### src/design/lfht_pkg.sv
// ----------------------------------------------------------------------------
// lfht_pkg
// Shared codes and types for the lowest-free handle table.
// ----------------------------------------------------------------------------
`default_nettype none

package lfht_pkg;

  localparam int SLOT_IDX_BITS = 6;

  localparam logic [2:0] MODE_ALLOC_LOW = 3'd0;
  localparam logic [2:0] MODE_ALLOC_AT  = 3'd1;
  localparam logic [2:0] MODE_FREE      = 3'd2;
  localparam logic [2:0] MODE_QUERY     = 3'd3;
  localparam logic [2:0] MODE_SET_FLAGS = 3'd4;
  localparam logic [2:0] MODE_SWEEP     = 3'd5;

  localparam logic [2:0] ST_OK       = 3'd0;
  localparam logic [2:0] ST_FULL     = 3'd1;
  localparam logic [2:0] ST_IN_USE   = 3'd2;
  localparam logic [2:0] ST_BAD_SLOT = 3'd3;
  localparam logic [2:0] ST_EMPTY    = 3'd4;
  localparam logic [2:0] ST_ZERO     = 3'd5;
  localparam logic [2:0] ST_NONE     = 3'd6;

  // update request for the valid-bit array
  typedef struct packed {
    logic                     set;
    logic                     clr;
    logic [SLOT_IDX_BITS-1:0] idx;
  } valid_op_t;

endpackage

`default_nettype wire

### src/design/lfht_ram.sv
// ----------------------------------------------------------------------------
// lfht_ram
// Simple dual-port RAM, one write port, one read port, registered read.
// ----------------------------------------------------------------------------
`default_nettype none

module lfht_ram #(
  parameter int WIDTH = 32,
  parameter int DEPTH = 64,
  localparam int AW = (DEPTH > 1) ? $clog2(DEPTH) : 1
) (
  input  wire logic             clk,
  input  wire logic             we,
  input  wire logic [AW-1:0]    waddr,
  input  wire logic [WIDTH-1:0] wdata,
  input  wire logic [AW-1:0]    raddr,
  output logic      [WIDTH-1:0] rdata
);

  logic [WIDTH-1:0] mem [DEPTH];

  always_ff @(posedge clk) begin
    if (we) begin
      mem[waddr] <= wdata;
    end
    rdata <= mem[raddr];
  end

endmodule

`default_nettype wire

### src/design/lfht_valid.sv
// ----------------------------------------------------------------------------
// lfht_valid
// Per-slot occupancy bits with a lowest-free priority encoder.
// ----------------------------------------------------------------------------
`default_nettype none

module lfht_valid
  import lfht_pkg::*;
#(
  parameter int SLOT_COUNT = 64,
  localparam int SW = $clog2(SLOT_COUNT)
) (
  input  wire logic                  clk,
  input  wire logic                  rst,
  input  wire valid_op_t             op,
  output logic [SLOT_COUNT-1:0]      valid,
  output logic                       free_found,
  output logic [SW-1:0]              free_idx
);

  always_ff @(posedge clk) begin
    if (rst) begin
      valid <= '0;
    end else begin
      if (op.set) begin
        valid[op.idx[SW-1:0]] <= 1'b1;
      end
      if (op.clr) begin
        valid[op.idx[SW-1:0]] <= 1'b0;
      end
    end
  end

  // scan downwards so the lowest clear bit wins
  always_comb begin
    free_found = 1'b0;
    free_idx   = '0;
    for (int i = SLOT_COUNT - 1; i >= 0; i--) begin
      if (!valid[i]) begin
        free_found = 1'b1;
        free_idx   = SW'(i);
      end
    end
  end

endmodule

`default_nettype wire

### src/design/lowest_free_handle_table.sv
// ----------------------------------------------------------------------------
// lowest_free_handle_table
// Slot table of handles and flags with lowest-free allocation and sweep.
// ----------------------------------------------------------------------------
// Usage:
//   Command channel: an item is taken on a clock edge with start high and
//   busy low. Results come out on status/slot_out/handle_out/flags_out/last,
//   each beat shown for one cycle while done is high; there is no back
//   pressure, the receiver must take every beat.
//   Config channel: cfg_data is written to the close-on-exec mask when
//   cfg_valid and cfg_ready are both high; cfg_ready is low while busy.
//   Timing: handles and flags live in two RAMs with a registered read,
//   occupancy bits in flops. A single-slot command reads the RAMs in the
//   accept cycle and resolves in the next; its beat is registered from
//   that resolving cycle, and busy stays high until it has resolved.
//   A sweep reads one slot per cycle: busy stays high through the scan
//   and a flush state, the final beat (last high, or a nothing-closed beat)
//   is registered from the flush state, and the next command can be taken
//   once busy has fallen. Freed beats trail the scan by one found slot so
//   last can be marked.
//   Reset: occupancy bits clear at once (table empty), mask becomes 1; the
//   RAM contents are only read for occupied slots and need no clearing.
// ----------------------------------------------------------------------------
`default_nettype none

module lowest_free_handle_table
  import lfht_pkg::*;
#(
  parameter int SLOT_COUNT  = 64,
  parameter int HANDLE_BITS = 32
) (
  input  wire logic        clk,
  input  wire logic        rst,
  input  wire logic        start,
  output logic             busy,
  input  wire logic [2:0]  mode,
  input  wire logic [7:0]  slot,
  input  wire logic [31:0] handle,
  input  wire logic [31:0] flag_word,
  input  wire logic        cfg_valid,
  output logic             cfg_ready,
  input  wire logic [31:0] cfg_data,
  output logic             done,
  output logic [2:0]       status,
  output logic [5:0]       slot_out,
  output logic [31:0]      handle_out,
  output logic [31:0]      flags_out,
  output logic             last
);

  localparam int SW = $clog2(SLOT_COUNT);
  localparam int HW = (HANDLE_BITS < 32) ? HANDLE_BITS : 32;
  localparam logic [SW-1:0] LAST_SLOT = SW'(SLOT_COUNT - 1);

  localparam logic [1:0] S_IDLE  = 2'd0;
  localparam logic [1:0] S_EXEC  = 2'd1;
  localparam logic [1:0] S_SWEEP = 2'd2;
  localparam logic [1:0] S_FLUSH = 2'd3;

  logic [1:0]  state, state_next;
  logic [SW-1:0] scan, scan_next;
  logic [2:0]  mode_r;
  logic [7:0]  slot_r;
  logic [HW-1:0] handle_r;
  logic [31:0] flags_r;
  logic [31:0] mask;

  logic          pend, pend_next;
  logic [SW-1:0] pend_slot, pend_slot_next;
  logic [HW-1:0] pend_handle, pend_handle_next;

  logic          emit;
  logic [2:0]    st_n;
  logic [SW-1:0] so_n;
  logic [HW-1:0] ho_n;
  logic [31:0]   fo_n;
  logic          last_n;

  logic          h_we, f_we;
  logic [SW-1:0] w_addr, r_addr;
  logic [HW-1:0] rd_handle;
  logic [31:0]   rd_flags;

  valid_op_t             vop;
  logic [SLOT_COUNT-1:0] valid_vec;
  logic                  free_found;
  logic [SW-1:0]         free_idx;

  logic in_range, hzero, occ, hit;

  assign busy      = (state != S_IDLE);
  assign cfg_ready = !busy;

  lfht_ram #(.WIDTH(HW), .DEPTH(SLOT_COUNT)) u_handle_ram (
    .clk  (clk),
    .we   (h_we),
    .waddr(w_addr),
    .wdata(handle_r),
    .raddr(r_addr),
    .rdata(rd_handle)
  );

  lfht_ram #(.WIDTH(32), .DEPTH(SLOT_COUNT)) u_flags_ram (
    .clk  (clk),
    .we   (f_we),
    .waddr(w_addr),
    .wdata(flags_r),
    .raddr(r_addr),
    .rdata(rd_flags)
  );

  lfht_valid #(.SLOT_COUNT(SLOT_COUNT)) u_valid (
    .clk       (clk),
    .rst       (rst),
    .op        (vop),
    .valid     (valid_vec),
    .free_found(free_found),
    .free_idx  (free_idx)
  );

  assign in_range = (slot_r < 8'(SLOT_COUNT));
  assign hzero    = (handle_r == '0);
  assign occ      = valid_vec[slot_r[SW-1:0]];
  assign hit      = valid_vec[scan] && ((rd_flags & mask) != '0);

  always_comb begin
    state_next       = state;
    scan_next        = scan;
    pend_next        = pend;
    pend_slot_next   = pend_slot;
    pend_handle_next = pend_handle;
    emit   = 1'b0;
    st_n   = ST_OK;
    so_n   = '0;
    ho_n   = '0;
    fo_n   = '0;
    last_n = 1'b1;
    h_we   = 1'b0;
    f_we   = 1'b0;
    w_addr = slot_r[SW-1:0];
    r_addr = slot[SW-1:0];
    vop    = '0;

    unique case (state)
      S_IDLE: begin
        r_addr = (mode == MODE_SWEEP) ? '0 : slot[SW-1:0];
        if (start) begin
          if (mode == MODE_SWEEP) begin
            state_next = S_SWEEP;
            scan_next  = '0;
            pend_next  = 1'b0;
          end else begin
            state_next = S_EXEC;
          end
        end
      end

      S_EXEC: begin
        state_next = S_IDLE;
        unique case (mode_r)
          MODE_ALLOC_LOW: begin
            emit = 1'b1;
            if (hzero) begin
              st_n = ST_ZERO;
            end else if (!free_found) begin
              st_n = ST_FULL;
            end else begin
              so_n    = free_idx;
              w_addr  = free_idx;
              h_we    = 1'b1;
              f_we    = 1'b1;
              vop.set = 1'b1;
              vop.idx = SLOT_IDX_BITS'(free_idx);
            end
          end
          MODE_ALLOC_AT: begin
            emit = 1'b1;
            if (!in_range) begin
              st_n = ST_BAD_SLOT;
            end else begin
              so_n = slot_r[SW-1:0];
              if (hzero) begin
                st_n = ST_ZERO;
              end else if (occ) begin
                st_n = ST_IN_USE;
              end else begin
                h_we    = 1'b1;
                f_we    = 1'b1;
                vop.set = 1'b1;
                vop.idx = SLOT_IDX_BITS'(slot_r[SW-1:0]);
              end
            end
          end
          MODE_FREE, MODE_QUERY, MODE_SET_FLAGS: begin
            emit = 1'b1;
            if (!in_range) begin
              st_n = ST_BAD_SLOT;
            end else begin
              so_n = slot_r[SW-1:0];
              if (!occ) begin
                st_n = ST_EMPTY;
              end else if (mode_r == MODE_FREE) begin
                ho_n    = rd_handle;
                vop.clr = 1'b1;
                vop.idx = SLOT_IDX_BITS'(slot_r[SW-1:0]);
              end else if (mode_r == MODE_QUERY) begin
                ho_n = rd_handle;
                fo_n = rd_flags;
              end else begin
                f_we = 1'b1;
              end
            end
          end
          default: begin
            // unused modes: no beat, no table update; back to idle
          end
        endcase
      end

      S_SWEEP: begin
        r_addr = (scan == LAST_SLOT) ? '0 : scan + 1'b1;
        if (hit) begin
          vop.clr = 1'b1;
          vop.idx = SLOT_IDX_BITS'(scan);
          if (pend) begin
            emit   = 1'b1;
            so_n   = pend_slot;
            ho_n   = pend_handle;
            last_n = 1'b0;
          end
          pend_next        = 1'b1;
          pend_slot_next   = scan;
          pend_handle_next = rd_handle;
        end
        if (scan == LAST_SLOT) begin
          state_next = S_FLUSH;
        end else begin
          scan_next = scan + 1'b1;
        end
      end

      S_FLUSH: begin
        state_next = S_IDLE;
        emit       = 1'b1;
        if (pend) begin
          so_n = pend_slot;
          ho_n = pend_handle;
        end else begin
          st_n = ST_NONE;
        end
      end

      default: begin
        state_next = S_IDLE;
      end
    endcase
  end

  always_ff @(posedge clk) begin
    if (rst) begin
      state <= S_IDLE;
      scan  <= '0;
      pend  <= 1'b0;
      done  <= 1'b0;
      mask  <= 32'd1;
    end else begin
      state <= state_next;
      scan  <= scan_next;
      pend  <= pend_next;
      done  <= emit;
      if (cfg_valid && cfg_ready) begin
        mask <= cfg_data;
      end
    end
  end

  always_ff @(posedge clk) begin
    if (start && !busy) begin
      mode_r   <= mode;
      slot_r   <= slot;
      handle_r <= handle[HW-1:0];
      flags_r  <= flag_word;
    end
    pend_slot   <= pend_slot_next;
    pend_handle <= pend_handle_next;
    if (emit) begin
      status     <= st_n;
      slot_out   <= 6'(so_n);
      handle_out <= 32'(ho_n);
      flags_out  <= fo_n;
      last       <= last_n;
    end
  end

  // a final beat is never followed straight away by another
  a_last_ends: assert property (@(posedge clk) disable iff (rst)
    done && last |=> !done)
    else $error("beat directly after a last beat");

  a_sweep_start: assert property (@(posedge clk) disable iff (rst)
    start && !busy && mode == MODE_SWEEP |=> state == S_SWEEP && scan == '0)
    else $error("sweep did not start at slot zero");

  a_alloc_marks: assert property (@(posedge clk) disable iff (rst)
    done && status == ST_OK && mode_r == MODE_ALLOC_LOW
      |-> valid_vec[slot_out[SW-1:0]])
    else $error("allocated slot not marked occupied");

  a_none_last: assert property (@(posedge clk) disable iff (rst)
    done && status == ST_NONE |-> last && slot_out == '0)
    else $error("nothing-closed beat malformed");

  a_idle_quiet: assert property (@(posedge clk) disable iff (rst)
    state == S_IDLE |-> !vop.set && !vop.clr && !h_we && !f_we)
    else $error("table update while idle");

endmodule

`default_nettype wire

### config.mk
export PLATFORM = sky130hd
export DESIGN_NAME = lowest_free_handle_table
export DESIGN_NICKNAME = d
export VERILOG_FILES = /design/src/design/lfht_pkg.sv /design/src/design/lfht_ram.sv /design/src/design/lfht_valid.sv /design/src/design/lowest_free_handle_table.sv
export SDC_FILE = /design/constraint.sdc
export NUM_CORES = 2
export LEC_CHECK = 0
export BUFFER_PORTS_ARGS = -buffer_cell sky130_fd_sc_hd__buf_2
export CAP_MARGIN = 25
export CORE_UTILIZATION = 40
export CTS_BUF_LIST = sky130_fd_sc_hd__clkbuf_4
export DETAILED_ROUTE_END_ITERATION = 10
export GPL_TIMING_DRIVEN = 1
export PLACE_DENSITY = 0.59
export SLEW_MARGIN = 20
export SYNTH_ARGS = -nofsm -noshare
export SYNTH_HDL_FRONTEND = slang
export SYNTH_SLANG_ARGS = --single-unit
### constraint.sdc
create_clock -name clk -period 13.1 [get_ports clk]
set_input_delay 2.62 -clock clk [delete_from_list [all_inputs] [get_ports clk]]
set_output_delay 2.62 -clock clk [all_outputs]
set_load 0.02 [all_outputs]
==> run_results.csv <==
group,metric,value,unit
logic_synthesis,synthTopCellsByArea,"edfxtp_1 (73%), nand2_1 (9.0%), nand3_1 (5.2%)",
placement,io_buffers,187,
logic_synthesis,synth_top_area_cell,"edfxtp_1",
global_routing,grt_overflow,0,
floorplanning,start_util,0.403,
placement,placed_area,185000,sq um
sta,setup_viol_count_final,0,
sta,setup_ws,6.41,ns
logic_synthesis,ys_async_sr_fraction,0,
clock_tree,tritoncts,"yes",
logic_synthesis,yosysUniqueCellTypes,75,
power,switching_share,0.321,
route,route.detailed.drc,0,
floorplanning,die_width,667,um
worst_setup_path,rr_startpoint,"handle_r[6]$_DFFE_PP_",
final_layout,drive_gt1_frac,0.168,
power,peakVddDrop,0.138,mV
worst_setup_path,cp_max_fo,65,
final_layout,top_regs,"u_flags_ram.mem x2048, u_handle_ram.mem x2048, u_valid.valid x64",
clock_tree,clockRootBuffer,"clkbuf_4",
floorplanning,die-area,444000,sq um
run,maxCapViolCount,0,
power,clockPowerShare,0.326,
sta,tns,0,ns
worst_setup_path,cp_slowest_stage_delay,0.80,ns
placement,gp_congestion,0.827,
clock_tree,clk_latency,1.74,ns
route,avgViaCountPerCell,5.59,
worst_setup_path,reg2reg_slack,6.41,ns
clock_tree,hold_buffers,0,
sta,slew_violations,0,
worst_setup_path,slowest_stage,"nor4_1",
power,seqPwrFrac,0.462,
logic_synthesis,ys_seq_area_frac,0.747,
power,power,0.0366,W
power,p_sw,0.0117,W
worst_setup_path,timing.critical_path.mode_cell,"buf_4",
clock_tree,cts.clk_slew.worst_paths,0.07,ns
clock_tree,cts_max_path_buffers,5,
route,drt_first_pass_iters,8,
sta,worstMarginPinSlew,1.11,ns
logic_synthesis,yosysTopAreaCellShare,0.728,
power,power_density,183,nW/um^2
route,routed_wl,516000,um
worst_setup_path,worstSetupEndpointType,"register",
worst_setup_path,crit_path_start_kind,"register",
clock_tree,cts_setup_buffers,0,
logic_synthesis,synth_common_cells,"edfxtp_1 (4283), nand2_1 (4229), nand3_1 (1820)",
logic_synthesis,syn_avg_cell_area,12.9,sq um
route,postRouteAntennaNets,0,
sta,period_share,0.511,
worst_setup_path,cp.arrival,8.00,ns
final_layout,fin_area,200000,sq um
logic_synthesis,ys.flop_type,"edfxtp_1",
global_routing,grt_pass1_wl,751000,um
global_routing,first_global_vias,114000,
hold_path,hp-start,"u_handle_ram.rdata[22]$_DFF_P_",
worst_setup_path,reg2reg_depth,12,
worst_setup_path,cp.required,14.41,ns
route,num_vias,118000,
floorplanning,design.core.area,439000,sq um
floorplanning,dieHeight,667,um
worst_setup_path,cp_cell_sequence,"buf_4 > nor4_1 > nand4_1 > nor2_1 > a41oi_1 > nand3_1 > mux2i_1 > buf_4 > nor2b_1 > nand2b_1 > nor2_4 > buf_4",
hold_path,hold_depth,0,
sta,rsz0062_at_grt,"no",
global_routing,grtUsageTotal,0.228,
run_status,status,"complete, no violations",
sta,slew_headroom,0.253,
route,drtIter0Drc,13700,
power,p_leak,68.5,nW
final_layout,area_growth,13.1,%
sta,hold_ws,0.429,ns
sta,fin_crit,6.69,ns
global_routing,grt_max_degree,178,
power,combPwrFrac,0.212,
route,wire_per_inst,24.4,um
logic_synthesis,synth_edf_count,4283,
placement,place.detailed.hpwl,259000,um
sta,fmax,0.149,GHz
hold_path,holdPathEnd,"pend_handle[22]$_DFFE_PP_",
global_routing,antenna_found_initial,26,
logic_synthesis,synthCells,13700,
placement,dp_slack,5.45,ns
logic_synthesis,yosysMostFrequentCell,"edfxtp_1",
floorplanning,row_count,243,
worst_setup_path,r2r-end,"u_flags_ram.mem[26][4]$_DFFE_PP_",
sta,clock_skew,0.106,ns
worst_setup_path,path_class,"reg -> reg",
hold_path,hold_class,"reg -> reg",
floorplanning,ios,188,
logic_synthesis,synth.net_count,13900,
final_layout,fin_nets,14600,
clock_tree,cts_sinks,4453,
logic_synthesis,synth-warning-count,0,
logic_synthesis,synth_area,177000,sq um
final_layout,fillers,39800,
clock_tree,cts_resized,0,
logic_synthesis,ys_ff_latch,4453,
sta,hold_viol,0,
power,intPower,0.0249,W
clock_tree,cts_max_level,7,
clock_tree,numCtsBuffers,1220,
-- per-stage QoR --
step,util,instances
2_1_floorplan,-,13700
3_3_place_gp,0.422,19200
3_5_place_dp,0.422,19200
4_1_cts,0.455,21200
5_1_grt,0.455,21200
6_report,0.455,21200
-- area by class of cell --
| class | count | area, sq um | share of cell area |
|---|---|---|---|
| Sequential cell | 4453 | 132000 | 0.660 |
| Antenna cell | 10 | 25.0 | 0.000125 |
| Timing Repair Buffer | 527 | 3960 | 0.0198 |
| Inverter | 22 | 82.6 | 0.000413 |
| Tap cell | 5880 | 7360 | 0.0368 |
| Clock inverter | 239 | 1300 | 0.00649 |
| Multi-Input combinational cell | 8285 | 41900 | 0.210 |
| Clock buffer | 1762 | 13200 | 0.0662 |
-- worst max path at each step --
| stage | from | to | slack, ns | depth (start not counted) |
|---|---|---|---|---|
| 3_5_place_dp | mode[2] | u_flags_ram.rdata[13]$_DFF_P_ | 5.45 | 13 |
| 5_1_grt | handle_r[6]$_DFFE_PP_ | u_flags_ram.mem[19][2]$_DFFE_PP_ | 6.17 | 12 |
| 4_1_cts | handle_r[6]$_DFFE_PP_ | u_flags_ram.mem[19][2]$_DFFE_PP_ | 6.35 | 12 |
| 6_report | handle_r[6]$_DFFE_PP_ | u_flags_ram.mem[26][4]$_DFFE_PP_ | 6.41 | 12 |
| 3_3_place_gp | mode[2] | u_handle_ram.rdata[3]$_DFF_P_ | 5.36 | 13 |
| 2_1_floorplan | scan[2]$_SDFFE_PP0P_ | flags_out[0]$_SDFFCE_PP0P_ | 6.79 | 11 |
-- cell families (layout without fill, tap and decap cells) --
| logic type | Yosys count | count (layout) | share of synthesized area |
|---|---|---|---|
| other | 0 | 10 | 0 |
| AND/OR/NAND/NOR | 6749 | 6749 | 0.164 |
| XOR/XNOR | 3 | 3 | 0.000149 |
| AO/OA/AOI/OAI | 1461 | 1461 | 0.0620 |
| multiplexers | 66 | 66 | 0.00406 |
| flip-flops | 4453 | 4453 | 0.747 |
| adder cells (fa/ha/maj) | 6 | 6 | 0.000425 |
| buffers and inverters | 1011 | 2550 | 0.0224 |
-- placed cells by master, fill, tap and decap left out, drive strengths merged, types with 15 or more instances in the layout --
| cell type | Yosys | final |
|---|---|---|
| edfxtp | 4283 | 4283 |
| nand2 | 4229 | 4229 |
| nand3 | 1820 | 1820 |
| clkbuf | 868 | 1766 |
| a311oi | 705 | 705 |
| buf | 121 | 523 |
| and3 | 360 | 360 |
| a21oi | 322 | 322 |
| nor2 | 206 | 206 |
| clkinv | 0 | 194 |
| dfxtp | 170 | 170 |
| a31oi | 135 | 135 |
| a211oi | 128 | 128 |
| a22oi | 81 | 81 |
| mux2i | 60 | 60 |
| inv | 22 | 51 |
| o21ai | 30 | 30 |
| nand4 | 29 | 29 |
| nor3 | 18 | 18 |
| nor4 | 16 | 16 |
| nor2b | 15 | 15 |
-- routing by layer --
layer | track usage | vias up | share of wire
met2 | 0.346 | 5381 | 0.46
met3 | 0.0520 | 701 | 0.090
met5 | 0 | - | 0.00022
li1 | - | 53200 | -
met4 | 0.0790 | 18 | 0.024
met1 | 0.322 | 59200 | 0.43
-- worst max-delay path, delay by kind of cell (launching register included) --
family          cells  cell delay [ns]
mux                 1             0.51
flops               1             0.35
compound gates      1             0.15
simple gates        7             4.13
buf+inv             3             0.99
-- power groups by stage --
| stage | registers (W) | logic (W) | clock network, W |
|---|---|---|---|
| global route | 0.0169 | 0.00838 | 0.0129 |
| global placement | 0.0172 | 0.00759 | 0 |
| floorplan | 0.0174 | 0.00427 | 0 |
| finish | 0.0169 | 0.00775 | 0.0119 |
| detailed placement | 0.0172 | 0.00765 | 0 |
| CTS | 0.0169 | 0.00766 | 0.0122 |
(Power assumes the default switching activity.)
